$ cat src/hdl/ppd_pkg.sv
`default_nettype none
package ppd_pkg;

  localparam int CHANNEL_COUNT_DEFAULT = 8;

  localparam int TIME_W  = 32;
  localparam int WIDTH_W = 16;
  localparam int VALUE_W = 17;
  localparam int SEL_W   = 3;
  localparam int CFG_W   = 16;

  localparam int PADDR_W = 4;
  localparam int PDATA_W = 32;

  // stream payload layout
  localparam int S_TDATA_W   = 40;
  localparam int S_TUSER_W   = 1;
  localparam int S_TIME_LSB  = 0;
  localparam int S_SEL_LSB   = S_TIME_LSB + TIME_W;
  localparam int S_MID_BIT   = S_SEL_LSB + SEL_W;
  localparam int M_TDATA_W   = 40;

  localparam logic [1:0] REG_STOP_TRIGGER  = 2'd0;
  localparam logic [1:0] REG_START_TRIGGER = 2'd1;
  localparam logic [1:0] REG_DEAD_BAND     = 2'd2;

  localparam logic FUNC_EDGE = 1'b0;
  localparam logic FUNC_READ = 1'b1;

  localparam logic [CFG_W-1:0] STOP_TRIGGER_RESET  = 16'd3000;
  localparam logic [CFG_W-1:0] START_TRIGGER_RESET = 16'd300;
  localparam logic [CFG_W-1:0] DEAD_BAND_RESET     = 16'd0;

  localparam logic [WIDTH_W-1:0] BASE_OFFSET_US = 16'd600;
  localparam logic [WIDTH_W-1:0] MID_OFFSET_US  = 16'd500;

  typedef struct packed {
    logic [CFG_W-1:0] stop_trigger_us;
    logic [CFG_W-1:0] start_trigger_us;
    logic [CFG_W-1:0] dead_band;
  } cfg_t;

  typedef struct packed {
    logic              func;
    logic [TIME_W-1:0] edge_time_us;
    logic [SEL_W-1:0]  channel_index;
    logic              use_mid;
  } item_t;

endpackage
`default_nettype wire

$ cat src/hdl/ppd_apb_regs.sv
`default_nettype none
module ppd_apb_regs (
  input  logic                        clk,
  input  logic                        rst,
  input  logic                        psel,
  input  logic                        penable,
  input  logic                        pwrite,
  input  logic [ppd_pkg::PADDR_W-1:0] paddr,
  input  logic [ppd_pkg::PDATA_W-1:0] pwdata,
  output logic [ppd_pkg::PDATA_W-1:0] prdata,
  output logic                        pready,
  output ppd_pkg::cfg_t               cfg
);
  import ppd_pkg::*;

  logic       wr_en;
  logic [1:0] reg_sel;

  assign pready  = 1'b1;
  assign reg_sel = paddr[3:2];
  assign wr_en   = psel && penable && pwrite && pready;

  always_ff @(posedge clk) begin
    if (rst) begin
      cfg.stop_trigger_us  <= STOP_TRIGGER_RESET;
      cfg.start_trigger_us <= START_TRIGGER_RESET;
      cfg.dead_band        <= DEAD_BAND_RESET;
    end else if (wr_en) begin
      case (reg_sel)
        REG_STOP_TRIGGER:  cfg.stop_trigger_us  <= pwdata[CFG_W-1:0];
        REG_START_TRIGGER: cfg.start_trigger_us <= pwdata[CFG_W-1:0];
        REG_DEAD_BAND:     cfg.dead_band        <= pwdata[CFG_W-1:0];
        default: ;
      endcase
    end
  end

  always_comb begin
    case (reg_sel)
      REG_STOP_TRIGGER:  prdata = PDATA_W'(cfg.stop_trigger_us);
      REG_START_TRIGGER: prdata = PDATA_W'(cfg.start_trigger_us);
      REG_DEAD_BAND:     prdata = PDATA_W'(cfg.dead_band);
      default:           prdata = '0;
    endcase
  end

endmodule
`default_nettype wire

$ cat src/hdl/ppd_edge_tracker.sv
`default_nettype none
module ppd_edge_tracker #(
  parameter int CHANNEL_COUNT = ppd_pkg::CHANNEL_COUNT_DEFAULT
) (
  input  logic                        clk,
  input  logic                        rst,
  input  ppd_pkg::cfg_t               cfg,
  input  logic                        edge_en,
  input  logic [ppd_pkg::TIME_W-1:0]  edge_time_us,
  input  logic [ppd_pkg::SEL_W-1:0]   rd_channel,
  output logic [ppd_pkg::WIDTH_W-1:0] rd_width
);
  import ppd_pkg::*;

  localparam int CH_W  = $clog2(CHANNEL_COUNT + 1);
  localparam int CMP_W = (CH_W > SEL_W) ? CH_W : SEL_W;

  logic [TIME_W-1:0]  last_edge_time;
  logic [TIME_W-1:0]  gap;
  logic [CH_W-1:0]    current_channel;
  logic [CH_W-1:0]    current_channel_next;
  logic [WIDTH_W-1:0] channel_widths [CHANNEL_COUNT];
  logic               over_stop;
  logic               over_start;
  logic               in_range;
  logic               capture;

  // wraps modulo 2^32 with the timestamp
  assign gap        = edge_time_us - last_edge_time;
  assign over_stop  = gap > TIME_W'(cfg.stop_trigger_us);
  assign over_start = gap > TIME_W'(cfg.start_trigger_us);
  assign in_range   = current_channel < CH_W'(CHANNEL_COUNT);
  assign capture    = edge_en && !over_stop && over_start && in_range;

  always_comb begin
    current_channel_next = current_channel;
    if (edge_en && over_stop) begin
      current_channel_next = '0;
    end else if (capture) begin
      current_channel_next = current_channel + CH_W'(1);
    end
  end

  always_ff @(posedge clk) begin
    if (rst) begin
      last_edge_time  <= '0;
      current_channel <= '0;
      for (int i = 0; i < CHANNEL_COUNT; i++) begin
        channel_widths[i] <= '0;
      end
    end else begin
      if (edge_en) begin
        last_edge_time <= edge_time_us;
      end
      current_channel <= current_channel_next;
      for (int i = 0; i < CHANNEL_COUNT; i++) begin
        if (capture && current_channel == CH_W'(i)) begin
          // at or below the stop threshold, so it fits in 16 bits
          channel_widths[i] <= gap[WIDTH_W-1:0];
        end
      end
    end
  end

  // channels past the end read as zero
  always_comb begin
    rd_width = '0;
    for (int i = 0; i < CHANNEL_COUNT; i++) begin
      if (CMP_W'(rd_channel) == CMP_W'(i)) begin
        rd_width = channel_widths[i];
      end
    end
  end

  a_channel_bound: assert property (@(posedge clk) disable iff (rst)
    current_channel <= CH_W'(CHANNEL_COUNT))
    else $error("channel index past saturation");

  a_long_gap_restart: assert property (@(posedge clk) disable iff (rst)
    (edge_en && over_stop) |=> current_channel == '0)
    else $error("long gap did not restart the frame");

  a_capture_advance: assert property (@(posedge clk) disable iff (rst)
    capture |=> current_channel == $past(current_channel) + CH_W'(1))
    else $error("capture did not advance the channel");

endmodule
`default_nettype wire

$ cat src/hdl/ppd_scale.sv
`default_nettype none
module ppd_scale (
  input  logic [ppd_pkg::WIDTH_W-1:0]        raw_width,
  input  logic                               use_mid,
  input  logic [ppd_pkg::CFG_W-1:0]          dead_band,
  output logic signed [ppd_pkg::VALUE_W-1:0] channel_value
);
  import ppd_pkg::*;

  localparam int EXT_W = VALUE_W + 1;

  logic signed [EXT_W-1:0] width_s;
  logic signed [EXT_W-1:0] offset;
  logic signed [EXT_W-1:0] diff;
  logic signed [EXT_W-1:0] db_pos;
  logic signed [EXT_W-1:0] db_neg;

  assign width_s = $signed(EXT_W'(raw_width));
  assign offset  = use_mid ? $signed(EXT_W'(BASE_OFFSET_US) + EXT_W'(MID_OFFSET_US))
                           : $signed(EXT_W'(BASE_OFFSET_US));
  assign diff    = width_s - offset;
  assign db_pos  = $signed(EXT_W'(dead_band));
  assign db_neg  = -db_pos;

  always_comb begin
    if (raw_width == '0) begin
      // never captured
      channel_value = '0;
    end else if (diff < db_pos && diff > db_neg) begin
      channel_value = '0;
    end else begin
      channel_value = diff[VALUE_W-1:0];
    end
  end

endmodule
`default_nettype wire

$ cat src/hdl/ppm_pulse_train_decoder.sv
// ppm pulse train decoder
// slave stream (s_*) takes one item per transaction: tuser is func (0 edge
// event, 1 channel read); tdata carries edge_time_us, channel_index, use_mid.
// master stream (m_*) returns one result per read and none per edge event:
// tdata carries the scaled channel_value and the raw captured width.
// thresholds and deadband sit in three 16-bit registers on the apb port
// (stop trigger at 0x0, start trigger at 0x4, deadband at 0x8); write them
// only while no transaction is in flight.
// an accepted item is registered in the input stage and decoded there; a
// read's result then goes to the result register, which drives m_tvalid.
// throughput: one item per cycle unless a read waits on a full result
// register; each item uses the single decode stage, fed by the input register.
// when the receiver stalls, the result register holds; edge events keep
// flowing behind it, and a read waits in the input stage, which then
// deasserts s_tready until the result register frees.
// reset clears the thresholds to their defaults (3000, 300, 0), the last edge
// time and channel index to zero, and every captured width to zero.
`default_nettype none
module ppm_pulse_train_decoder #(
  parameter int CHANNEL_COUNT = ppd_pkg::CHANNEL_COUNT_DEFAULT
) (
  input  logic                          clk,
  input  logic                          rst,
  // apb configuration
  input  logic                          psel,
  input  logic                          penable,
  input  logic                          pwrite,
  input  logic [ppd_pkg::PADDR_W-1:0]   paddr,
  input  logic [ppd_pkg::PDATA_W-1:0]   pwdata,
  output logic [ppd_pkg::PDATA_W-1:0]   prdata,
  output logic                          pready,
  // input stream
  input  logic                          s_tvalid,
  output logic                          s_tready,
  // [31:0] edge_time_us, [34:32] channel_index, [35] use_mid, [39:36] zero
  input  logic [ppd_pkg::S_TDATA_W-1:0] s_tdata,
  // [0] func
  input  logic [ppd_pkg::S_TUSER_W-1:0] s_tuser,
  // result stream
  output logic                          m_tvalid,
  input  logic                          m_tready,
  // [16:0] channel_value, [32:17] raw_width_us, [39:33] zero
  output logic [ppd_pkg::M_TDATA_W-1:0] m_tdata
);
  import ppd_pkg::*;

  cfg_t                       cfg;
  item_t                      in_item;
  item_t                      s1_item;
  logic                       s1_valid;
  logic                       s1_fire;
  logic                       out_free;
  logic                       out_load;
  logic                       edge_en;
  logic [WIDTH_W-1:0]         rd_width;
  logic signed [VALUE_W-1:0]  scaled_value;
  logic                       out_valid;
  logic signed [VALUE_W-1:0]  out_value;
  logic [WIDTH_W-1:0]         out_raw;

  ppd_apb_regs u_regs (
    .clk     (clk),
    .rst     (rst),
    .psel    (psel),
    .penable (penable),
    .pwrite  (pwrite),
    .paddr   (paddr),
    .pwdata  (pwdata),
    .prdata  (prdata),
    .pready  (pready),
    .cfg     (cfg)
  );

  assign in_item.func          = s_tuser[0];
  assign in_item.edge_time_us  = s_tdata[S_TIME_LSB +: TIME_W];
  assign in_item.channel_index = s_tdata[S_SEL_LSB +: SEL_W];
  assign in_item.use_mid       = s_tdata[S_MID_BIT];

  // edge events never need the result register
  assign out_free = !out_valid || m_tready;
  assign s1_fire  = s1_valid && (s1_item.func == FUNC_EDGE || out_free);
  assign s_tready = !s1_valid || s1_fire;
  assign edge_en  = s1_fire && s1_item.func == FUNC_EDGE;
  assign out_load = s1_fire && s1_item.func == FUNC_READ;

  always_ff @(posedge clk) begin
    if (rst) begin
      s1_valid <= 1'b0;
    end else if (s_tready) begin
      s1_valid <= s_tvalid;
    end
  end

  always_ff @(posedge clk) begin
    if (s_tvalid && s_tready) begin
      s1_item <= in_item;
    end
  end

  ppd_edge_tracker #(
    .CHANNEL_COUNT (CHANNEL_COUNT)
  ) u_tracker (
    .clk          (clk),
    .rst          (rst),
    .cfg          (cfg),
    .edge_en      (edge_en),
    .edge_time_us (s1_item.edge_time_us),
    .rd_channel   (s1_item.channel_index),
    .rd_width     (rd_width)
  );

  ppd_scale u_scale (
    .raw_width     (rd_width),
    .use_mid       (s1_item.use_mid),
    .dead_band     (cfg.dead_band),
    .channel_value (scaled_value)
  );

  always_ff @(posedge clk) begin
    if (rst) begin
      out_valid <= 1'b0;
    end else if (out_load) begin
      out_valid <= 1'b1;
    end else if (m_tready) begin
      out_valid <= 1'b0;
    end
  end

  always_ff @(posedge clk) begin
    if (out_load) begin
      out_value <= scaled_value;
      out_raw   <= rd_width;
    end
  end

  assign m_tvalid = out_valid;
  assign m_tdata  = {{(M_TDATA_W - WIDTH_W - VALUE_W){1'b0}}, out_raw, out_value};

  a_edge_no_result: assert property (@(posedge clk) disable iff (rst)
    (s1_valid && s1_item.func == FUNC_EDGE && out_free) |=> !m_tvalid)
    else $error("edge event produced a result");

  a_read_lands: assert property (@(posedge clk) disable iff (rst)
    (s1_valid && s1_item.func == FUNC_READ && out_free) |=> m_tvalid)
    else $error("read did not reach the result register");

  a_uncaptured_zero: assert property (@(posedge clk) disable iff (rst)
    (m_tvalid && out_raw == '0) |-> out_value == '0)
    else $error("uncaptured channel gave a nonzero value");

endmodule
`default_nettype wire

$ cat config.mk
export PLATFORM = sky130hd
export DESIGN_NAME = ppm_pulse_train_decoder
export DESIGN_NICKNAME = d
export VERILOG_FILES = /design/src/hdl/ppd_pkg.sv /design/src/hdl/ppd_apb_regs.sv /design/src/hdl/ppd_edge_tracker.sv /design/src/hdl/ppd_scale.sv /design/src/hdl/ppm_pulse_train_decoder.sv
export SDC_FILE = /design/constraint.sdc
export NUM_CORES = 1
export LEC_CHECK = 0
export ABC_AREA = 1
export BUFFER_PORTS_ARGS = -buffer_cell sky130_fd_sc_hd__buf_4
export CORE_ASPECT_RATIO = 1.25
export CORE_MARGIN = 2
export CORE_UTILIZATION = 65
export CTS_CLUSTER_SIZE = 16
export DETAILED_ROUTE_END_ITERATION = 16
export PLACE_DENSITY = 0.94
export SETUP_SLACK_MARGIN = 0.15
export SLEW_MARGIN = 10
export SYNTH_ARGS = -nofsm -noshare
export SYNTH_HDL_FRONTEND = slang
export SYNTH_HIERARCHICAL = 1
export SYNTH_SLANG_ARGS = --single-unit
export TNS_END_PERCENT = 10
$ cat constraint.sdc
create_clock -name clk -period 8.2 [get_ports clk]
set_input_delay 0.82 -clock clk [delete_from_list [all_inputs] [get_ports clk]]
set_output_delay 0.82 -clock clk [all_outputs]
set_load 0.05 [all_outputs]
After elaboration in Yosys (flattened, before gate mapping)
Memory sizes are Yosys's and may differ from the RTL's.
Cells that the tools add are included.
W data, S select, Z words.
- bitwise operators: 9
- add/sub/neg operators: 4
- muxes and demuxes: 46
- eq/ne operators: 16
- magnitude comparators: 5
- reduce and logical (&&, ||, !) cells: 35
- operator list (cell ; number):
    $mux W16 ; 16
    $gt A32 B16 Y1 ; 2
    $pmux W16 S3 ; 1
    $sub A32 B32 Y32 ; 1
    $mux W1 ; 28
    $logic_and A1 B1 Y1 ; 19
    $gt A18 B18 Y1 ; 1
    $lt A18 B17 Y1 ; 1
    $neg A16 Y18 ; 1
    $sub A17 B18 Y18 ; 1
    $eq A4 B3 Y1 const B ; 4
    $logic_not A16 Y1 ; 1
    $eq A3 B3 Y1 const B ; 4
    $mux W11 ; 1
    $eq A4 B2 Y1 const B ; 2
    $or A1 B1 Y1 ; 8
    $eq A3 B2 Y1 const B ; 2
    $reduce_and A2 Y1 ; 3
    $add A4 B1 Y4 const B ; 1
    $eq A4 B1 Y1 const B ; 1
    $logic_not A4 Y1 ; 1
    $lt A4 B4 Y1 const B ; 1
    $reduce_or A2 Y1 ; 2
    $eq A3 B1 Y1 const B ; 1
    other kinds (8) ; 12
- memory bits (writable): 128
- bits of input ports: 84
- register bits: 156
- output and inout bits: 75
- word-level logic and storage cells: 129
- memories: 1
- memory list (name ; words ; bits a word ; read ports ; clocked after memory_dff ; wr ports ; line ; RTL):
    u_tracker.channel_widths ; 8 ; 16 ; 8 ; 0 ; 8 ; ppd_edge_tracker.sv:22 ; logic [WIDTH_W-1:0] channel_widths [CHANNEL_COUNT];

Logic depth before layout (Yosys ltp)
Gate-level depths: netlist of the first run.
- depth in word-level cells: 13
- depth in mapped cells: 34
- depth with buffers taken out: 33

Modules after synthesis
The synthesis of the first run kept the hierarchy.
- by module, submodules not included (module ; cells an instance ; area each (um^2) ; sequential area each (um^2) ; times used):
    ppd_edge_tracker ; 1310 ; 10253.6 ; 4564.4 ; 1
    ppd_apb_regs ; 366 ; 2371.0 ; 960.9 ; 1
    ppm_pulse_train_decoder ; 93 ; 2263.4 ; 2142.1 ; 1
    ppd_scale ; 343 ; 1884.3 ; 0.0 ; 1

Worst setup path after synthesis of the first run
OpenSTA, ideal clock, no wires.
- path kind: register -> register
- from: register s1_item[4] (netlist name)
- to: memory u_tracker.channel_widths[7][0], in the netlist u_tracker/channel_widths[1][48], enable pin
- library setup time: 411 ps
- data required time: 7789 ps
- data arrival time: 4125 ps
- period minus slack after synthesis: 4536 ps
- setup slack: 3664 ps
- buffers on the path: 0
- stages on the path, launching flop included: 28
- cells stage by stage: edfxtp_1 -> inv_1 -> ha_1 -> fa_1 -> inv_1 -> nand2_1 -> nand2_1 -> nand3_1 -> nand2_2 -> nand2_1 -> nand2_2 -> xor2_1 -> ha_1 -> nand2_1 -> nor2_1 -> nand3_1 -> inv_1 -> nand2_1 -> nand2_1 -> nor2_1 -> nor2_1 -> nor2_1 -> nand2_1 -> nor2_2 -> nand2_2 -> nor2_8 -> nand3_1 -> o21ai_0
- RTL lines (item ; line ; RTL):
    start, declared ; ppm_pulse_train_decoder.sv:49 ; item_t s1_item;
    start signal, assigned ; ppm_pulse_train_decoder.sv:96 ; s1_item <= in_item;
    end, declared ; ppd_edge_tracker.sv:22 ;

Worst setup path in the final report of the first run
- from: register s1_item[1] (netlist name)
- to: register out_value[8] (data pin)
- word-level cells in the longest chain between the ends: 13
- elaborated cells between the ends (all ways): 22
- those cells by class: add/sub: 1; order compare: 2; eq/ne: 7; mux: 8; reduce/logical: 4
- RTL lines (item ; line ; RTL):
    $logic_not A3 Y1 ; ppd_edge_tracker.sv:69 ; if (CMP_W'(rd_channel) == CMP_W'(i)) begin
    $mux W16 (7 in a row) ; ppd_edge_tracker.sv:69 ;
    $mux W16 (*) ; ppd_edge_tracker.sv:69 ;
    net rd_width[2] ; ppm_pulse_train_decoder.sv:55 ; logic [WIDTH_W-1:0] rd_width;
    $sub A17 B18 Y18 ; ppd_scale.sv:21 ; assign diff = width_s - offset;
    $lt A18 B17 Y1 or $gt A18 B18 Y1 (tied branches) ; ppd_scale.sv:29 ; end else if (diff < db_pos && diff > db_neg) begin
    $logic_and A1 B1 Y1 ; ppd_scale.sv:29 ;
    $reduce_or A2 Y1 (no line) ; n/a ;
    end signal, assigned ; ppm_pulse_train_decoder.sv:131 ; out_value <= scaled_value;
    end, declared ; ppm_pulse_train_decoder.sv:58 ; logic signed [VALUE_W-1:0] out_value;
Mark *: on every way through the listed nets, which the timed path passes. The rest lies on a longest branch.
A chain may end at the register's enable or synchronous reset.

==> flow_metrics.py, run 1 <==
metrics = {
    "status": {
        "status": "finished clean",
    },
    "synth": {
        "synth_edf_count": 198,
        "async_reset_ff_frac": 0,
        "netlist_instances": 2112,
        "syn_area_mm2": 0.01677,
        "ys_seq_elements": 284,
        "synth.avg_cell_area_um2": 7.941,
        "synth_seq_area_share": 0.4571,
        "synth_top_flop_cell": "edfxtp_1",
        "ys_types": 48,
        "synth_warnings": 6,
    },
    "detailed_routing": {
        "drt_pass1_iterations": 5,
        "drtIter0Drc": 1243,
        "drt_wl_total_um": 41380,
        "drc": 0,
        "ant_nets": 0,
        "via_count": 14467,
        "wl_per_cell_um": 16.14,
        "vias_per_cell": 5.645,
    },
    "finish": {
        "fin_nets": 2394,
        "num-fill-cells": 1832,
        "syn2layout_area_growth_pct": 10.97,
        "drive_above_1_share": 0.1131,
        "final_cell_mix": "556 x nand2_1, 310 x inv_1, 279 x nor2_1, 198 x edfxtp_1, 149 x nand3_1",
        "antenna_cells": 0,
        "multi_input_area_mm2": 0.007510,
        "final_util": 0.7358,
        "fin_cells": 2563,
        "layout_commonest_cell": "nand2_1",
        "regArea_mm2": 0.007667,
    },
    "worst_setup_path": {
        "cp-start-kind": "register",
        "crit_family": "simple AND/OR/NAND/NOR gates",
        "rr_worst_depth": 31,
        "slowest_delay_ps": 1000,
        "r2r-start": "s1_item[1]",
        "crit_required_ps": 8460,
        "cp_max_fo": 17,
        "cp_slowest_cell": "nor2_1",
        "cpMostUsedCell": "nand2_1",
        "worst-endpoint-arrival_ps": 6320,
        "critPathBufInv": 4,
        "cp-end-kind": "register",
        "timing.rr.end": "out_value[8]",
        "critPathKind": "register to register",
        "rrSetupSlack_ps": 2140,
    },
    "timing": {
        "slew_violations": 0,
        "worst_clock_skew_ps": 15.12,
        "hold_violations": 0,
        "setup_ws_ps": 2142,
        "fmax_ghz": 0.1651,
        "grt_setup_unrepaired": "no",
        "totalNegativeSetupSlack_ps": 0,
        "fin_crit_sh": 0.7387,
        "worst_pin_slew_ps": 1183,
        "fin_crit_ps": 6058,
        "slew_headroom": 0.2084,
        "setup_viol": 0,
    },
    "power_and_ir_drop": {
        "power_leakage_nw": 8.721,
        "p_per_area_mw_per_mm2": 203.2,
        "vdd_drop_max_v": 0.0002152,
    },
    "place": {
        "dp.cells": 2515,
        "gp_congestion": 0.9519,
        "portBuffers": 112,
        "dp_slack_ps": 2235,
        "dpl.hpwl_um": 29930,
    },
    "grt": {
        "grt_pass1_wl_um": 65830,
        "grt_max_degree": 63,
        "antenna_found_initial": 0,
        "grt_overflow": 0,
        "track_usage": 0.3039,
        "grt_pass1_vias": 13754,
    },
    "run": {
        "drv_cap": 0,
    },
    "hold_path": {
        "whs_path_depth": 1,
        "hold_path_class": "primary input to register",
        "hp-start": "s_tdata[14]",
        "hold_path_end": "s1_item[18]",
    },
    "cts": {
        "cts_max_level": 1,
        "clockBufferDepth": 3,
        "cts_resized": 0,
        "clock-root-buffer": "clkbuf_16",
        "path_clk_slew_ps": 60,
        "cts_sinks": 284,
        "tritoncts": "built",
        "ctsHoldBuffers": 0,
        "cts_setup_buffers": 0,
        "numCtsBuffers": 27,
        "worstSkewPairLatency_ps": 540,
    },
    "floorplanning": {
        "die_h_um": 183.6,
        "fp.dieW_um": 147.7,
        "core_mm2": 0.02529,
        "die_area_mm2": 0.02711,
        "rows": 65,
        "num_io_pins": 159,
        "initial_utilization": 0.6631,
    },
}
==> how the worst max path moves through the flow <==
stage / from / to / slack, ps / cells past startpoint
after detailed placement: s1_item[1] / out_value[8] / 2230 / 31
final: s1_item[1] / out_value[8] / 2140 / 31
after floorplan: s1_item[4] / u_tracker/channel_widths[1][48] / 3660 / 27
after global routing: s1_item[1] / out_value[8] / 1510 / 31
after CTS: s1_item[1] / out_value[8] / 2190 / 31
after global placement: s1_item[1] / out_value[14] / 2440 / 31
==> metal layers <==
layer  share of wire  vias to the layer above  GRT usage
met3           0.073                      160    0.03548
li1                -                     6944          -
met4           0.054                        0     0.1623
met5               0                        -          0
met2            0.51                      751     0.5488
met1            0.37                     6612     0.3527
==> synthesized netlist by cell type (15+ instances only) <==
cell       instances  area (um2)
nand2_1          556        2087
inv_1            310        1164
nor2_1           281        1055
edfxtp_1         198        5946
nand3_1          149       745.7
ha_1             100        1251
dfxtp_1           86        1722
a21oi_1           82       410.4
o21ai_0           47       235.2
buf_4             31       232.7
xor2_1            29       254.0
clkbuf_1          26       97.59
nand4_1           26       162.7
nor2_2            26       162.7
o2111ai_1         20       175.2
nand2_2           15       93.84
nor3_1            15       75.07
==> final cells by class <==
type / count / share of cell area
multi-input cells: 1443 / 0.4035
clock buffers: 33 / 0.03859
flip-flops and latches: 284 / 0.4120
well taps: 335 / 0.02252
repair buffers: 123 / 0.04961
clock inverters: 15 / 0.007261
inverters: 330 / 0.06655
==> kinds of logic after synthesis <==
| family | Yosys count | share of synthesized area |
|---|---|---|
| compound gates | 174 | 0.06087 |
| xor+xnor | 31 | 0.01619 |
| fa+ha+maj | 101 | 0.07579 |
| buf+inv | 406 | 0.1013 |
| flops | 284 | 0.4571 |
| other cells | 3 | 0.0006713 |
| simple gates | 1113 | 0.2880 |
==> metrics by stage <==
step	hold slack, ps	total power, mW	instance area [um2]
6_report	454.4	3.782	18610
5_1_grt	428.9	3.956	18610
4_1_cts	432.0	3.779	18610
3_5_place_dp	455.4	2.573	17760
3_3_place_gp	446.6	2.537	17760
2_1_floorplan	437.3	2.345	16850
==> state kept, by name, indices dropped and copies added, names as in the netlist <==
name                       count
out_value                     17
u_regs/cfg                    48
s1_valid                       1
u_tracker/last_edge_time      32
out_raw                       16
m_tvalid                       1
u_tracker/channel_widths     128
s1_item                       37
u_tracker/current_channel      4
==> report_power, final <==
| group | internal (mW) | total (mW) | switching, mW | leakage [nW] |
|---|---|---|---|---|
| logic | 0.288 | 0.916 | 0.628 | 5.65 |
| clock network | 0.686 | 1.21 | 0.527 | 0.413 |
| registers | 1.62 | 1.65 | 0.0316 | 2.66 |
| total | 2.59 | 3.78 | 1.19 | 8.72 |
(Power assumes the default switching activity.)
==> inputs of run 2 (changes only) <==
CORE_UTILIZATION = 55   (was 65)
PLACE_DENSITY = 0.86   (was 0.94)
clock period = 5 ns   (was 8.2 ns; I/O delays follow)
==> run 2 against run 1 <==
  * Cell count up 5.2%
  * Hold slack got worse by 360 ps
  * Routed wire length grew 3.6%
  * Sequential cell count stayed put
  * Global-route usage shrank 4.1 points
  * Clock skew grew 13 ps
  * Fmax rose by 31%
  * Largest cell class unchanged
  * Highest routed layer unchanged
  * Non-clock buffer count grew 62
==> flow_metrics.py, run 2 (synthesized netlist as in run 1, its figures left out) <==
metrics = {
    "hold_path": {
        "hold_path_class": "primary input to register",
    },
    "worst_setup_path": {
        "worst-endpoint-arrival_ps": 4920,
        "slowest_delay_ps": 400,
        "crit_end": "out_value[12]",
        "critPathLaunch": "s1_item[2]",
        "cpMostUsedCell": "nand2_1",
        "timing.rr.end": "out_value[12]",
        "cp-start-kind": "register",
        "r2r-start": "s1_item[2]",
        "rrSetupSlack_ps": 390,
        "critPathKind": "register to register",
        "cp_slowest_cell": "edfxtp_1",
        "cp_max_fo": 17,
        "cp-end-kind": "register",
        "crit_required_ps": 5310,
        "rr_worst_depth": 31,
    },
    "floorplanning": {
        "initial_utilization": 0.5586,
        "rows": 71,
        "core_mm2": 0.03003,
        "die_h_um": 199.2,
        "fp.dieW_um": 160.2,
        "die_area_mm2": 0.03192,
        "num_io_pins": 159,
    },
    "timing": {
        "hold_violations": 0,
        "worst_pin_slew_ps": 1143,
        "fin_crit_sh": 0.9225,
        "fmax_ghz": 0.2168,
        "slew_headroom": 0.2369,
        "grt_setup_unrepaired": "yes",
        "fin_crit_ps": 4613,
        "setup_viol": 0,
        "slew_violations": 0,
        "worst_clock_skew_ps": 27.71,
        "totalNegativeSetupSlack_ps": 0,
    },
    "place": {
        "portBuffers": 112,
        "dpl.hpwl_um": 31940,
        "dp.cells": 2632,
        "gp_congestion": 0.8985,
    },
    "grt": {
        "grt_pass1_vias": 13763,
        "antenna_found_initial": 0,
        "grt_overflow": 0,
        "track_usage": 0.2629,
        "grt_max_degree": 62,
        "grt_pass1_wl_um": 66610,
    },
    "cts": {
        "numCtsBuffers": 28,
        "cts_sinks": 284,
        "worstSkewPairLatency_ps": 580,
        "tritoncts": "built",
        "clock-root-buffer": "clkbuf_16",
        "clockBufferDepth": 3,
        "cts_max_level": 1,
        "path_clk_slew_ps": 60,
    },
    "detailed_routing": {
        "drt_wl_total_um": 42880,
        "via_count": 14419,
        "drc": 0,
        "drt_pass1_iterations": 6,
        "wl_per_cell_um": 15.91,
        "vias_per_cell": 5.350,
        "ant_nets": 0,
        "drtIter0Drc": 991,
    },
    "finish": {
        "largest_register": "u_tracker/channel_widths",
        "layout_commonest_cell": "nand2_1",
        "fin_cells": 2695,
        "largest_reg_flops": 128,
        "syn2layout_area_growth_pct": 15.29,
        "top_regs": "u_tracker/channel_widths (128), u_regs/cfg (48), s1_item (37)",
        "drive_above_1_share": 0.1482,
        "final_cell_mix": "556 x nand2_1, 309 x inv_1, 277 x nor2_1, 198 x edfxtp_1, 183 x buf_4",
        "antenna_cells": 0,
        "final_util": 0.6440,
        "fin_nets": 2457,
    },
    "run": {
        "drv_cap": 0,
    },
    "power_and_ir_drop": {
        "vdd_drop_max_v": 0.0002711,
        "p_per_area_mw_per_mm2": 327.6,
        "power_leakage_nw": 9.072,
    },
    "status": {
        "status": "finished clean",
    },
}
==> run 2: changes by cell type in the layout (fill, tap and decap cells not counted), sizes merged <==
cell	previous run	this run
buf	123	185
bufinv	2	0
clkbuf	33	35
clkinvlp	2	6
==> run 2: routing by layer <==
metal / vias up / share of wire / track usage / wire length, um
met5: - / 0 / 0 / 0
met4: 0 / 0.047 / 0.1305 / 2033
met3: 131 / 0.059 / 0.02864 / 2541
met2: 583 / 0.53 / 0.5094 / 22670
met1: 6625 / 0.36 / 0.2839 / 15630
li1: 7080 / - / - / -
==> run 2: layout make-up <==
cell class                 instances  area, um2
fill                            2488      10690
sequential                       284       7667
multi-input combinational       1443       7634
timing repair buffer             185       1405
inverter                         330       1242
clock buffer                      35      757.0
tap                              401      501.7
clock inverter                    17      130.1
==> run 2: stage by stage <==
stage               total power [mW]  hold WS, ps  worst slack [ps]  instance area [um2]
finish                         6.335        95.90             387.3                19340
global route                   6.641        77.00             81.99                19340
CTS                            6.318        74.56             203.0                19110
detailed placement             4.322        453.1             264.3                18230
global placement               4.269        446.4             357.7                18230
floorplan                      3.846        437.3             464.1                16850
==> run 2: worst min-delay path by stage <==
stage,cells after the start,start,to
after floorplan,2,u_tracker/last_edge_time[10],u_tracker/last_edge_time[10]
after global placement,2,u_tracker/last_edge_time[19],u_tracker/last_edge_time[19]
after detailed placement,2,u_tracker/last_edge_time[2],u_tracker/last_edge_time[2]
after CTS,1,s_tdata[22],s1_item[26]
after global routing,1,s_tdata[21],s1_item[25]
final,1,s_tdata[22],s1_item[26]
==> run 2: what timing repair did <==
item | in CTS | in global routing
hold buffers | 0 | 0
gates resized for setup | 0 | 25
buffers inserted | 0 | 11
hold endpoints to repair | 0 | 0
setup endpoints to repair | 0 | 53
==> run 2: critical path, delay by kind of cell, from the launching register on <==
kind	cells	cell delay, ps
XOR/XNOR	1	190
buffers and inverters	5	810
adder cells (fa/ha/maj)	2	530
AND/OR/NAND/NOR	19	1690
flip-flops	1	400
AO/OA/AOI/OAI	4	710
==> run 2: power by group <==
| part | switching [mW] | total [mW] | internal (mW) | leakage, nW |
|---|---|---|---|---|
| sequential | 0.0463 | 2.70 | 2.66 | 2.66 |
| clock | 0.923 | 2.01 | 1.09 | 0.426 |
| combinational | 1.06 | 1.62 | 0.562 | 5.99 |
==> inputs of run 3 (changes only) <==
CORE_MARGIN = default   (was 2)
==> run 3 against run 2 <==
  * Sequential power hardly changed
  * Register-to-register slack improved by 70 ps
  * Hold slack better by 5.6 ps
  * Count of clock-buffer cells in the layout is 3 higher
  * Routed wire length is 0.59% lower
  * Cell area down 0.78%
  * Worst setup slack better by 71 ps
  * Fmax rose by 1.6%
  * Combinational power barely moved
  * Global-route usage up 1.3 points
  * Largest cell class unchanged
  * Highest routed layer unchanged
==> flow_metrics.py, run 3 (synthesized netlist as in run 1, its figures left out) <==
metrics = {
    "status": {
        "status": "finished clean",
    },
    "timing": {
        "worst_clock_skew_ps": 17.64,
        "totalNegativeSetupSlack_ps": 0,
        "fin_crit_sh": 0.9082,
        "fin_crit_ps": 4541,
        "fmax_ghz": 0.2202,
        "slew_violations": 0,
        "setup_viol": 0,
        "worst_pin_slew_ps": 1145,
        "slew_headroom": 0.2356,
        "grt_setup_unrepaired": "yes",
        "hold_violations": 0,
    },
    "worst_setup_path": {
        "critPathBufInv": 2,
        "crit_family": "simple AND/OR/NAND/NOR gates",
        "cp-start-kind": "register",
        "timing.rr.end": "u_tracker/channel_widths[0][37]",
        "cp-end-kind": "register",
        "cp_slowest_cell": "edfxtp_1",
        "worst-endpoint-arrival_ps": 4790,
        "cpMostUsedCell": "nand2_1",
        "cp_max_fo": 17,
        "rr_worst_depth": 26,
        "rrSetupSlack_ps": 460,
        "critPathKind": "register to register",
        "r2r-start": "s1_item[10]",
        "slowest_delay_ps": 470,
        "crit_required_ps": 5250,
    },
    "detailed_routing": {
        "wl_met2_um": 22650,
        "wl_met1_um": 15170,
        "drt_wl_total_um": 42620,
        "wl_per_cell_um": 15.87,
        "via_count": 14369,
        "drtIter0Drc": 1145,
        "ant_nets": 0,
        "dr_wl_met3_um": 2735,
        "drc": 0,
        "vias_per_cell": 5.350,
        "drt_pass1_iterations": 5,
        "dr.max_layer_used": "met4",
    },
    "finish": {
        "antenna_cells": 0,
        "largest_reg_flops": 128,
        "layout_commonest_cell": "nand2_1",
        "syn2layout_area_growth_pct": 14.40,
        "fin_nets": 2449,
        "top_regs": "u_tracker/channel_widths (128), u_regs/cfg (48), s1_item (37)",
        "final_util": 0.6390,
        "fin_cells": 2686,
        "drive_above_1_share": 0.1361,
        "final_cell_mix": "556 x nand2_1, 310 x inv_1, 279 x nor2_1, 198 x edfxtp_1, 174 x buf_4",
        "largest_register": "u_tracker/channel_widths",
    },
    "cts": {
        "numCtsBuffers": 28,
        "cts_sinks": 284,
        "clockBufferDepth": 3,
        "worstSkewPairLatency_ps": 570,
        "clock-root-buffer": "clkbuf_16",
        "tritoncts": "built",
        "cts_max_level": 1,
        "path_clk_slew_ps": 60,
    },
    "power_and_ir_drop": {
        "seq_power_share": 0.426,
        "vdd_drop_max_v": 0.0002939,
        "power_leakage_nw": 9.010,
        "p_per_area_mw_per_mm2": 330.6,
        "combPwrFrac": 0.251,
        "power.share.clock": 0.323,
        "p_int_mw": 4.355,
        "switching_share": 0.3135,
        "power.switching_mw": 1.989,
    },
    "floorplanning": {
        "die_area_mm2": 0.03120,
        "num_io_pins": 159,
        "die_h_um": 197.2,
        "core_mm2": 0.03003,
        "fp.dieW_um": 158.2,
        "initial_utilization": 0.5586,
        "rows": 71,
    },
    "run": {
        "drv_cap": 0,
    },
    "grt": {
        "antenna_found_initial": 0,
        "grt_pass1_vias": 13874,
        "grt_max_degree": 62,
        "track_usage": 0.2762,
        "grt_pass1_wl_um": 66740,
        "grt_overflow": 0,
    },
    "place": {
        "portBuffers": 112,
        "dp.cells": 2627,
        "gp_congestion": 0.9374,
        "dpl.hpwl_um": 31840,
    },
    "hold_path": {
        "hold_path_end": "s1_item[27]",
        "hp-start": "s_tdata[23]",
        "hold_path_class": "primary input to register",
        "whs_path_depth": 1,
    },
}
==> run 3: cell count changes in the layout (fill, tap and decap cells not counted), sizes merged <==
| cell | previous run | this run |
|---|---|---|
| bufinv | 0 | 2 |
| clkbuf | 35 | 38 |
| clkdlybuf4s15 | 0 | 1 |
| clkinv | 15 | 14 |
| clkinvlp | 6 | 2 |
| buf | 185 | 176 |
| inv | 326 | 325 |
==> run 3: stage by stage <==
stage               hold WS [ps]  total power, mW  area [um2]  setup slack (ps)
finish                     101.5            6.344       19190             458.8
global placement           446.1            4.257       18190             464.8
CTS                        78.13            6.349       19070             358.3
floorplan                  437.3            3.846       16850             464.1
global route               80.05            6.649       19190             118.2
detailed placement         454.5            4.309       18190             395.0
==> run 3: power by group through the flow <==
stage / combinational, mW / clock, mW / sequential (mW)
final: 1.59 / 2.05 / 2.70
after global routing: 1.77 / 2.16 / 2.71
after CTS: 1.56 / 2.08 / 2.70
after detailed placement: 1.55 / 0 / 2.75
after global placement: 1.51 / 0 / 2.75
after floorplan: 1.05 / 0 / 2.80
==> run 3: layout make-up <==
| class | instances | area (um2) |
|---|---|---|
| fill | 2538 | 10840 |
| inverter | 330 | 1242 |
| sequential | 284 | 7667 |
| clock buffer | 38 | 748.2 |
| clock inverter | 13 | 130.1 |
| tap | 401 | 501.7 |
| multi-input combinational | 1443 | 7548 |
| timing repair buffer | 177 | 1349 |
==> run 3: layer usage <==
layer	track usage	vias to the layer above
met5	0	-
li1	-	7060
met2	0.5231	630
met1	0.2965	6550
met3	0.03313	129
met4	0.1389	0
==> run 3: worst max-delay path by stage <==
stage,startpoint,to,cells past startpoint
2_1_floorplan,s1_item[4],u_tracker/channel_widths[1][48],27
4_1_cts,s1_item[1],out_value[13],29
3_3_place_gp,s1_item[1],out_value[12],31
6_report,s1_item[10],u_tracker/channel_widths[0][37],26
3_5_place_dp,s1_item[1],out_value[14],29
5_1_grt,s1_item[3],out_value[13],29
==> run 3: repair_timing <==
| action | in CTS | in global routing |
|---|---|---|
| endpoints found under the setup margin | 0 | 97 |
| buffers inserted | 0 | 7 |
| gates resized for setup | 0 | 10 |
| hold endpoints to repair | 0 | 0 |
| hold buffers | 0 | 0 |
